File: config.mk
export PLATFORM = sky130hd
export DESIGN_NAME = stop_and_wait_receiver
export DESIGN_NICKNAME = d
export VERILOG_FILES = /design/src/swr_pkg.sv /design/src/swr_core.sv /design/src/stop_and_wait_receiver.sv
export SDC_FILE = /design/constraint.sdc
export NUM_CORES = 1
export LEC_CHECK = 0
export ABC_AREA = 1
export BUFFER_PORTS_ARGS = -buffer_cell sky130_fd_sc_hd__clkbuf_2
export CORE_MARGIN = 2
export CORE_UTILIZATION = 35
export CTS_CLUSTER_DIAMETER = 80
export DETAILED_ROUTE_END_ITERATION = 10
export GPL_TIMING_DRIVEN = 0
export PLACE_DENSITY = 0.58
export SLEW_MARGIN = 15
export SYNTH_ARGS = -nofsm -noshare
export SYNTH_HDL_FRONTEND = slang
export SYNTH_SLANG_ARGS = --single-unit
File: constraint.sdc
create_clock -name i_clk -period 4.9 [get_ports i_clk]
set_clock_uncertainty 0.2 [all_clocks]
set_input_delay 1.225 -clock i_clk [delete_from_list [all_inputs] [get_ports i_clk]]
set_output_delay 1.225 -clock i_clk [all_outputs]
set_load 0.1 [all_outputs]
File: src/swr_pkg.sv
// ----------------------------------------------------------------------------
// Stop-and-wait receiver package
// Message type codes, phase codes, the result bundle and the 8-bit
// ones'-complement add.
// ----------------------------------------------------------------------------
package swr_pkg;

    localparam logic [7:0] TYPE_ACK          = 8'h01;
    localparam logic [7:0] TYPE_FIRST_SHAKE  = 8'h03;
    localparam logic [7:0] TYPE_SECOND_SHAKE = 8'h04;
    localparam logic [7:0] TYPE_THIRD_SHAKE  = 8'h05;
    localparam logic [7:0] TYPE_FIRST_WAVE   = 8'h06;
    localparam logic [7:0] TYPE_SECOND_WAVE  = 8'h07;
    localparam logic [7:0] TYPE_LAST         = 8'h08;

    localparam logic [2:0] PH_IDLE  = 3'd0;
    localparam logic [2:0] PH_THIRD = 3'd1;
    localparam logic [2:0] PH_XFER  = 3'd2;
    localparam logic [2:0] PH_WAVE  = 3'd3;
    localparam logic [2:0] PH_DONE  = 3'd4;
    localparam logic [2:0] PH_ERROR = 3'd5;

    localparam logic [1:0] LEN_ACK   = 2'd3;
    localparam logic [1:0] LEN_SHORT = 2'd2;
    localparam logic [2:0] OFS_LAST  = 3'd4;
    localparam logic [2:0] OFS_DATA  = 3'd3;

    typedef struct packed {
        logic       send_reply;
        logic [7:0] reply_type;
        logic [7:0] reply_seq;
        logic [7:0] reply_check;
        logic [1:0] reply_len;
        logic       accepted;
        logic [2:0] payload_offset;
        logic [8:0] payload_length;
        logic       message_end;
        logic [2:0] phase_now;
    } t_result;

    function automatic logic [7:0] oc_add(input logic [7:0] a, input logic [7:0] b);
        logic [8:0] s;
        begin
            s = {1'b0, a} + {1'b0, b};
            oc_add = s[7:0] + {7'd0, s[8]};
        end
    endfunction

endpackage

File: src/swr_core.sv
// ----------------------------------------------------------------------------
// Stop-and-wait receiver core
// Per-byte checksum and header capture, protocol phase tracking and the
// reply decision at each datagram end.
// ----------------------------------------------------------------------------
module swr_core #(
    parameter int DATA_DATAGRAM_BYTES = 513,
    parameter int PAYLOAD_MAX         = 509,
    parameter int MESSAGES            = 2
) (
    input  logic            i_clk,
    input  logic            i_rst_n,
    input  logic            i_fire,
    input  logic [7:0]      i_rx_byte,
    input  logic            i_end_of_datagram,
    output swr_pkg::t_result o_result
);
    import swr_pkg::*;

    localparam int IDX_W = $clog2(DATA_DATAGRAM_BYTES + 1);
    localparam logic [IDX_W-1:0] DATA_SIZE  = IDX_W'(DATA_DATAGRAM_BYTES);
    localparam logic [IDX_W-1:0] SHORT_SIZE = IDX_W'(2);
    localparam logic [10:0] PMAX = 11'(PAYLOAD_MAX);
    localparam logic [2:0]  MSGS = 3'(MESSAGES);

    logic [2:0]       r_phase, n_phase;
    logic [7:0]       r_exp_seq, n_exp_seq;
    logic [IDX_W-1:0] r_idx, n_idx;
    logic [7:0]       r_sum, n_sum;
    logic [7:0]       r_type, n_type;
    logic [7:0]       r_seq, n_seq;
    logic [7:0]       r_len, n_len;
    logic [1:0]       r_msgs, n_msgs;

    logic             in_range;
    logic             chk_ok;
    logic             acc;
    logic [7:0]       ack_seq;
    logic [8:0]       last_len;
    t_result          res;

    always_comb begin
        in_range = r_idx < ((r_phase == PH_XFER) ? DATA_SIZE : SHORT_SIZE);
        n_sum  = in_range ? oc_add(r_sum, i_rx_byte) : r_sum;
        n_type = (in_range && r_idx == IDX_W'(1)) ? i_rx_byte : r_type;
        n_seq  = (in_range && r_idx == IDX_W'(2)) ? i_rx_byte : r_seq;
        n_len  = (in_range && r_idx == IDX_W'(3)) ? i_rx_byte : r_len;
        n_idx  = in_range ? r_idx + IDX_W'(1) : r_idx;

        chk_ok  = (n_sum == 8'hFF);
        acc     = chk_ok && (n_seq == r_exp_seq);
        ack_seq = acc ? r_exp_seq : r_exp_seq - 8'd1;
        last_len = ({3'd0, n_len} > PMAX) ? PMAX[8:0] : {1'b0, n_len};

        n_phase   = r_phase;
        n_exp_seq = r_exp_seq;
        n_msgs    = r_msgs;
        res       = '0;

        case (r_phase)
            PH_IDLE: begin
                if (chk_ok && n_type == TYPE_FIRST_SHAKE) begin
                    res.send_reply  = 1'b1;
                    res.reply_type  = TYPE_SECOND_SHAKE;
                    res.reply_check = ~TYPE_SECOND_SHAKE;
                    res.reply_len   = LEN_SHORT;
                    n_phase         = PH_THIRD;
                end
            end
            PH_THIRD: begin
                if (chk_ok && n_type == TYPE_FIRST_SHAKE) begin
                    res.send_reply  = 1'b1;
                    res.reply_type  = TYPE_SECOND_SHAKE;
                    res.reply_check = ~TYPE_SECOND_SHAKE;
                    res.reply_len   = LEN_SHORT;
                end else if (chk_ok && n_type == TYPE_THIRD_SHAKE) begin
                    n_phase = PH_XFER;
                end else begin
                    n_phase = PH_ERROR;
                end
            end
            PH_XFER: begin
                res.send_reply  = 1'b1;
                res.reply_type  = TYPE_ACK;
                res.reply_seq   = ack_seq;
                res.reply_check = ~oc_add(TYPE_ACK, ack_seq);
                res.reply_len   = LEN_ACK;
                if (acc) begin
                    n_exp_seq    = r_exp_seq + 8'd1;
                    res.accepted = 1'b1;
                    if (n_type == TYPE_LAST) begin
                        res.payload_offset = OFS_LAST;
                        res.payload_length = last_len;
                        res.message_end    = 1'b1;
                        n_msgs             = r_msgs + 2'd1;
                        if ({1'b0, n_msgs} >= MSGS) begin
                            n_phase = PH_WAVE;
                        end
                    end else begin
                        res.payload_offset = OFS_DATA;
                        res.payload_length = PMAX[8:0];
                    end
                end
            end
            PH_WAVE: begin
                if (chk_ok && n_type == TYPE_FIRST_WAVE) begin
                    res.send_reply  = 1'b1;
                    res.reply_type  = TYPE_SECOND_WAVE;
                    res.reply_check = ~TYPE_SECOND_WAVE;
                    res.reply_len   = LEN_SHORT;
                    n_phase         = PH_DONE;
                end
            end
            default: begin
            end
        endcase
        res.phase_now = n_phase;
        o_result      = res;
    end

    always_ff @(posedge i_clk) begin
        if (!i_rst_n) begin
            r_phase   <= PH_IDLE;
            r_exp_seq <= '0;
            r_msgs    <= '0;
            r_idx     <= '0;
            r_sum     <= '0;
            r_type    <= '0;
            r_seq     <= '0;
            r_len     <= '0;
        end else if (i_fire) begin
            if (i_end_of_datagram) begin
                // commit protocol state, clear datagram capture
                r_phase   <= n_phase;
                r_exp_seq <= n_exp_seq;
                r_msgs    <= n_msgs;
                r_idx     <= '0;
                r_sum     <= '0;
                r_type    <= '0;
                r_seq     <= '0;
                r_len     <= '0;
            end else begin
                r_idx  <= n_idx;
                r_sum  <= n_sum;
                r_type <= n_type;
                r_seq  <= n_seq;
                r_len  <= n_len;
            end
        end
    end

endmodule

File: src/stop_and_wait_receiver.sv
// ----------------------------------------------------------------------------
// Stop-and-wait receiver
// Byte-serial receive side of a stop-and-wait ARQ link with handshake and
// close.
// ----------------------------------------------------------------------------
// Takes one datagram byte per cycle, header first, with the last byte of each
// datagram marked. Every datagram end yields one result transfer: a reply
// request (second shake, ACK or second wave) plus acceptance, payload offset,
// payload length and the phase reached. Bytes beyond the datagram size are
// ignored and missing bytes count as zero. Throughput is one byte per cycle;
// the final byte passes through the input register, and the result is then
// held in the result register. Only a stalled result holds back the input
// side, and only when the next byte ends a datagram.
module stop_and_wait_receiver #(
    parameter int DATA_DATAGRAM_BYTES = 513,
    parameter int PAYLOAD_MAX         = 509,
    parameter int MESSAGES            = 2
) (
    input  logic       i_clk,
    input  logic       i_rst_n,
    input  logic       i_valid,
    output logic       o_stall,
    input  logic [7:0] i_rx_byte,
    input  logic       i_end_of_datagram,
    output logic       o_valid,
    input  logic       i_stall,
    output logic       o_send_reply,
    output logic [7:0] o_reply_type,
    output logic [7:0] o_reply_seq,
    output logic [7:0] o_reply_check,
    output logic [1:0] o_reply_len,
    output logic       o_accepted,
    output logic [2:0] o_payload_offset,
    output logic [8:0] o_payload_length,
    output logic       o_message_end,
    output logic [2:0] o_phase_now
);
    import swr_pkg::*;

    logic       r_in_valid;
    logic [7:0] r_in_byte;
    logic       r_in_end;
    logic       r_out_valid;
    t_result    r_out;
    t_result    core_res;
    logic       fire;

    assign o_stall = r_in_valid && r_in_end && r_out_valid && i_stall;
    assign fire    = r_in_valid && !o_stall;

    swr_core #(
        .DATA_DATAGRAM_BYTES (DATA_DATAGRAM_BYTES),
        .PAYLOAD_MAX         (PAYLOAD_MAX),
        .MESSAGES            (MESSAGES)
    ) u_core (
        .i_clk             (i_clk),
        .i_rst_n           (i_rst_n),
        .i_fire            (fire),
        .i_rx_byte         (r_in_byte),
        .i_end_of_datagram (r_in_end),
        .o_result          (core_res)
    );

    // input register
    always_ff @(posedge i_clk) begin
        if (!i_rst_n) begin
            r_in_valid <= 1'b0;
        end else if (!o_stall) begin
            r_in_valid <= i_valid;
        end
    end

    always_ff @(posedge i_clk) begin
        if (!o_stall && i_valid) begin
            r_in_byte <= i_rx_byte;
            r_in_end  <= i_end_of_datagram;
        end
    end

    // result register
    always_ff @(posedge i_clk) begin
        if (!i_rst_n) begin
            r_out_valid <= 1'b0;
        end else if (fire && r_in_end) begin
            r_out_valid <= 1'b1;
        end else if (!i_stall) begin
            r_out_valid <= 1'b0;
        end
    end

    always_ff @(posedge i_clk) begin
        if (fire && r_in_end) begin
            r_out <= core_res;
        end
    end

    assign o_valid          = r_out_valid;
    assign o_send_reply     = r_out.send_reply;
    assign o_reply_type     = r_out.reply_type;
    assign o_reply_seq      = r_out.reply_seq;
    assign o_reply_check    = r_out.reply_check;
    assign o_reply_len      = r_out.reply_len;
    assign o_accepted       = r_out.accepted;
    assign o_payload_offset = r_out.payload_offset;
    assign o_payload_length = r_out.payload_length;
    assign o_message_end    = r_out.message_end;
    assign o_phase_now      = r_out.phase_now;

endmodule

==> qor.yml <==
synthMuxAreaShare_pct: 0
wl_mm: 15.1
slew_viol_final: 0
nets: 945
swShare_pct: 27.5
stdcell_area_um2: 7320
root_buffer: "clkbuf_16"
synth_top_family_by_area: "simple AND/OR/NAND/NOR gates"
area_growth_pct: 21.5
p_switching_mw: 0.530
period_needed_ns: 5.10
synth_simple_gate_area_share_pct: 34.7
period_share_pct: 104
cts-buffers-inserted: 9
clock-sinks: 101
hold_viol_final: 0
status: "finished, violations left"
diodes: 0
synth_xor_area_share_pct: 1.02
ios: 59
synth_top_cell_area_share_pct: 21.9
grt_pass1_wl_mm: 24.5
rows: 47
critPathCaptureType: "flip-flop"
viasPerCell: 4.83
hold_class: "flip-flop to flip-flop"
slew_headroom_pct: 47.3
synth_compound_area_share_pct: 9.46
core_um2: 16700
dieArea_um2: 18300
final_layout_size_suffix_gt1_share_pct: 21.8
syn_area_per_cell_um2: 7.36
io_buffer_count: 52
slowest_stage: "edfxtp_1"
maxCapViolations: 0
violations: "setup timing"
cts_tree: "yes"
die_h_um: 135
synth-seq-cells: 101
cp.required_ns: 4.81
via_count: 5487
avgRoutedWirePerCell_um: 13.3
cpPeakStageDelay_ns: 0.44
start_kind: "flip-flop"
critPathMaxFanout: 5
dp_hpwl_mm: 11.2
chipWidth_um: 135
fin_ws_ns: -0.199
grt-ovfl-total: 0
yosysTopAreaCell: "edfxtp_1"
ff2ff_path_depth: 35
grt_usage_pct: 16.9
ys_seq_area_share_pct: 40.8
total_power_mw: 1.93
p_comb_share_pct: 13.1
synth.distinct_cells: 42
max_freq_ghz: 0.196
vdd_drop_max_v: 0.000163
ant_nets: 0
utilization_pct: 43.8
clkPwrFrac_pct: 40.1
power_density_nw_per_um2: 263
cts_buffer_depth: 2
critPathArrivalTime_ns: 5.01
h-tree-depth: 3
cts.clk_slew.worst_paths_ns: 0.07
synth_fa_ha_area_share_pct: 4.48
worst-setup-path-type: "flip-flop to flip-flop"
dr.pass1.iters: 5
worstMarginPinSlew_ns: 0.784
clk-insertion-delay-late_ns: 0.36
grt_start_max_net_pins: 27
p_seq_share_pct: 46.8
start_util_pct: 36.1
setup_violations: 4
finalSetupTns_ns: -0.708
post_dp_cell_area_um2: 6690
synth_area_leaders: "edfxtp_1 (22%), dfxtp_1 (19%), nand2_1 (14%)"
crit_top_cell: "ha_4"
drc: 0
syn-cell-area_um2: 6030
ctsHoldBuffers: 0
worstHoldPathCells: 2
drtIter0Drc: 308
grt_pass1_vias: 4966
ys.warnings.count: 0
place.gp.congestion: 0.855
syn_inst: 819
p_leak_nw: 3.14
rsz0062_at_grt: "yes"
p_int_mw: 1.40
antenna_found_initial: 0
Yosys cell counts (all sizes together):
library cell and instances:
nand2 234, inv 100, nor2 79, nand3 70, a21oi 59, dfxtp 57
edfxtp 44, o21ai 42, nor3 23, ha 20, nand4 17, buf 15
clkbuf 15, or2 13, xor2 6, nand3b 5, clkinv 4, nor4 4
nor3b 2, o21a 2, o21bai 2, a211oi 1, conb 1, fa 1
o31ai 1, o32ai 1, xnor2 1
through the flow:
| stage | hold slack [ns] | instances | setup slack [ns] |
|---|---|---|---|
| floorplan | 0.242 | 823 | 0.0113 |
| global placement | 0.250 | 1095 | -1.35 |
| detailed placement | 0.253 | 1096 | -0.908 |
| CTS | 0.263 | 1130 | -0.215 |
| global route | 0.277 | 1136 | -0.552 |
| finish | 0.262 | 1136 | -0.199 |
sequential cells by signal, summed over array words and instances (netlist names):
signal / cells
u_core.r_idx: 10
o_payload_length: 8
o_reply_check: 8
o_reply_seq: 8
r_in_byte: 8
u_core.r_exp_seq: 8
u_core.r_len: 8
u_core.r_seq: 8
u_core.r_sum: 8
u_core.r_type: 8
o_phase_now: 3
o_reply_type: 3
u_core.r_phase: 3
o_payload_offset: 2
u_core.r_msgs: 2
o_accepted: 1
o_reply_len: 1
o_send_reply: 1
o_valid: 1
r_in_end: 1
r_in_valid: 1
repair_timing:
action,4_1_cts,5_1_grt
endpoints found under the setup margin,8,8
buffers inserted,18,6
pin swaps,32,17
gates resized for setup,23,15
worst paths after layout:
kind | from | slack (ns) | end
max | r_in_byte[5]$_DFFE_PP_ | -0.20 | o_reply_check[6]$_DFFE_PP_
min | u_core.r_len[5]$_SDFFE_PN0P_ | 0.26 | u_core.r_len[5]$_SDFFE_PN0P_
max reg2reg | r_in_byte[5]$_DFFE_PP_ | -0.20 | o_reply_check[6]$_DFFE_PP_
min reg2reg | u_core.r_len[5]$_SDFFE_PN0P_ | 0.26 | u_core.r_len[5]$_SDFFE_PN0P_
routing by layer:
layer	part of all wire, %	wire [um]	vias to the layer above	track usage (%)
met1	47	7080	2531	22.9
met4	1.4	212	0	6.37
met3	3.6	538	14	2.43
li1	-	-	2846	-
met5	0	0	-	0
met2	48	7280	96	27.4
kinds of logic after synthesis:
| group | Yosys count |
|---|---|
| and+or+nand+nor | 447 |
| buffers and inverters | 134 |
| AOI/OAI and AO/OA | 108 |
| DFF | 101 |
| adders and majority gates | 21 |
| xor gates and xnor gates | 7 |
| other | 1 |
critical path: cells and delay by family (launching register included):
kind	cells	cell delay, ns
adders and majority gates	6	1.18
xor gates and xnor gates	1	0.16
DFF	1	0.44
buffers and inverters	5	0.42
and+or+nand+nor	20	1.94
AOI/OAI and AO/OA	3	0.52
layout make-up:
cell class,count,area (um2)
Timing Repair Buffer,77,460
Clock inverter,7,90.1
Multi-Input combinational cell,588,3230
Fill cell,1741,9380
Tap cell,220,275
Inverter,104,393
Sequential cell,101,2460
Buffer,30,189
Clock buffer,9,225
layout by cell type (no fill, tap or decap), types with 9 or more instances in the layout:
master,synthesis,layout
nand2_1,220,213
inv_1,97,90
nand3_1,68,61
nor2_1,65,57
dfxtp_1,57,57
a21oi_1,57,56
clkbuf_2,0,52
edfxtp_1,44,44
buf_4,10,34
o21ai_0,33,30
nor3_1,20,19
nand4_1,17,17
clkbuf_1,15,14
ha_1,20,14
nand2_2,10,13
or2_2,12,12
nor2_4,7,11
o21ai_1,8,10
nor2_2,5,9
inv_2,3,9
clkbuf_16,0,9
power groups by stage:
| stage | registers, mW | logic (mW) | clock network (mW) |
|---|---|---|---|
| floorplan | 0.974 | 0.133 | 0 |
| finish | 0.902 | 0.253 | 0.772 |
| detailed placement | 0.922 | 0.236 | 0 |
| global route | 0.903 | 0.276 | 0.824 |
| CTS | 0.902 | 0.248 | 0.788 |
| global placement | 0.922 | 0.233 | 0 |
Note: power is estimated with default switching activity, not from simulation.
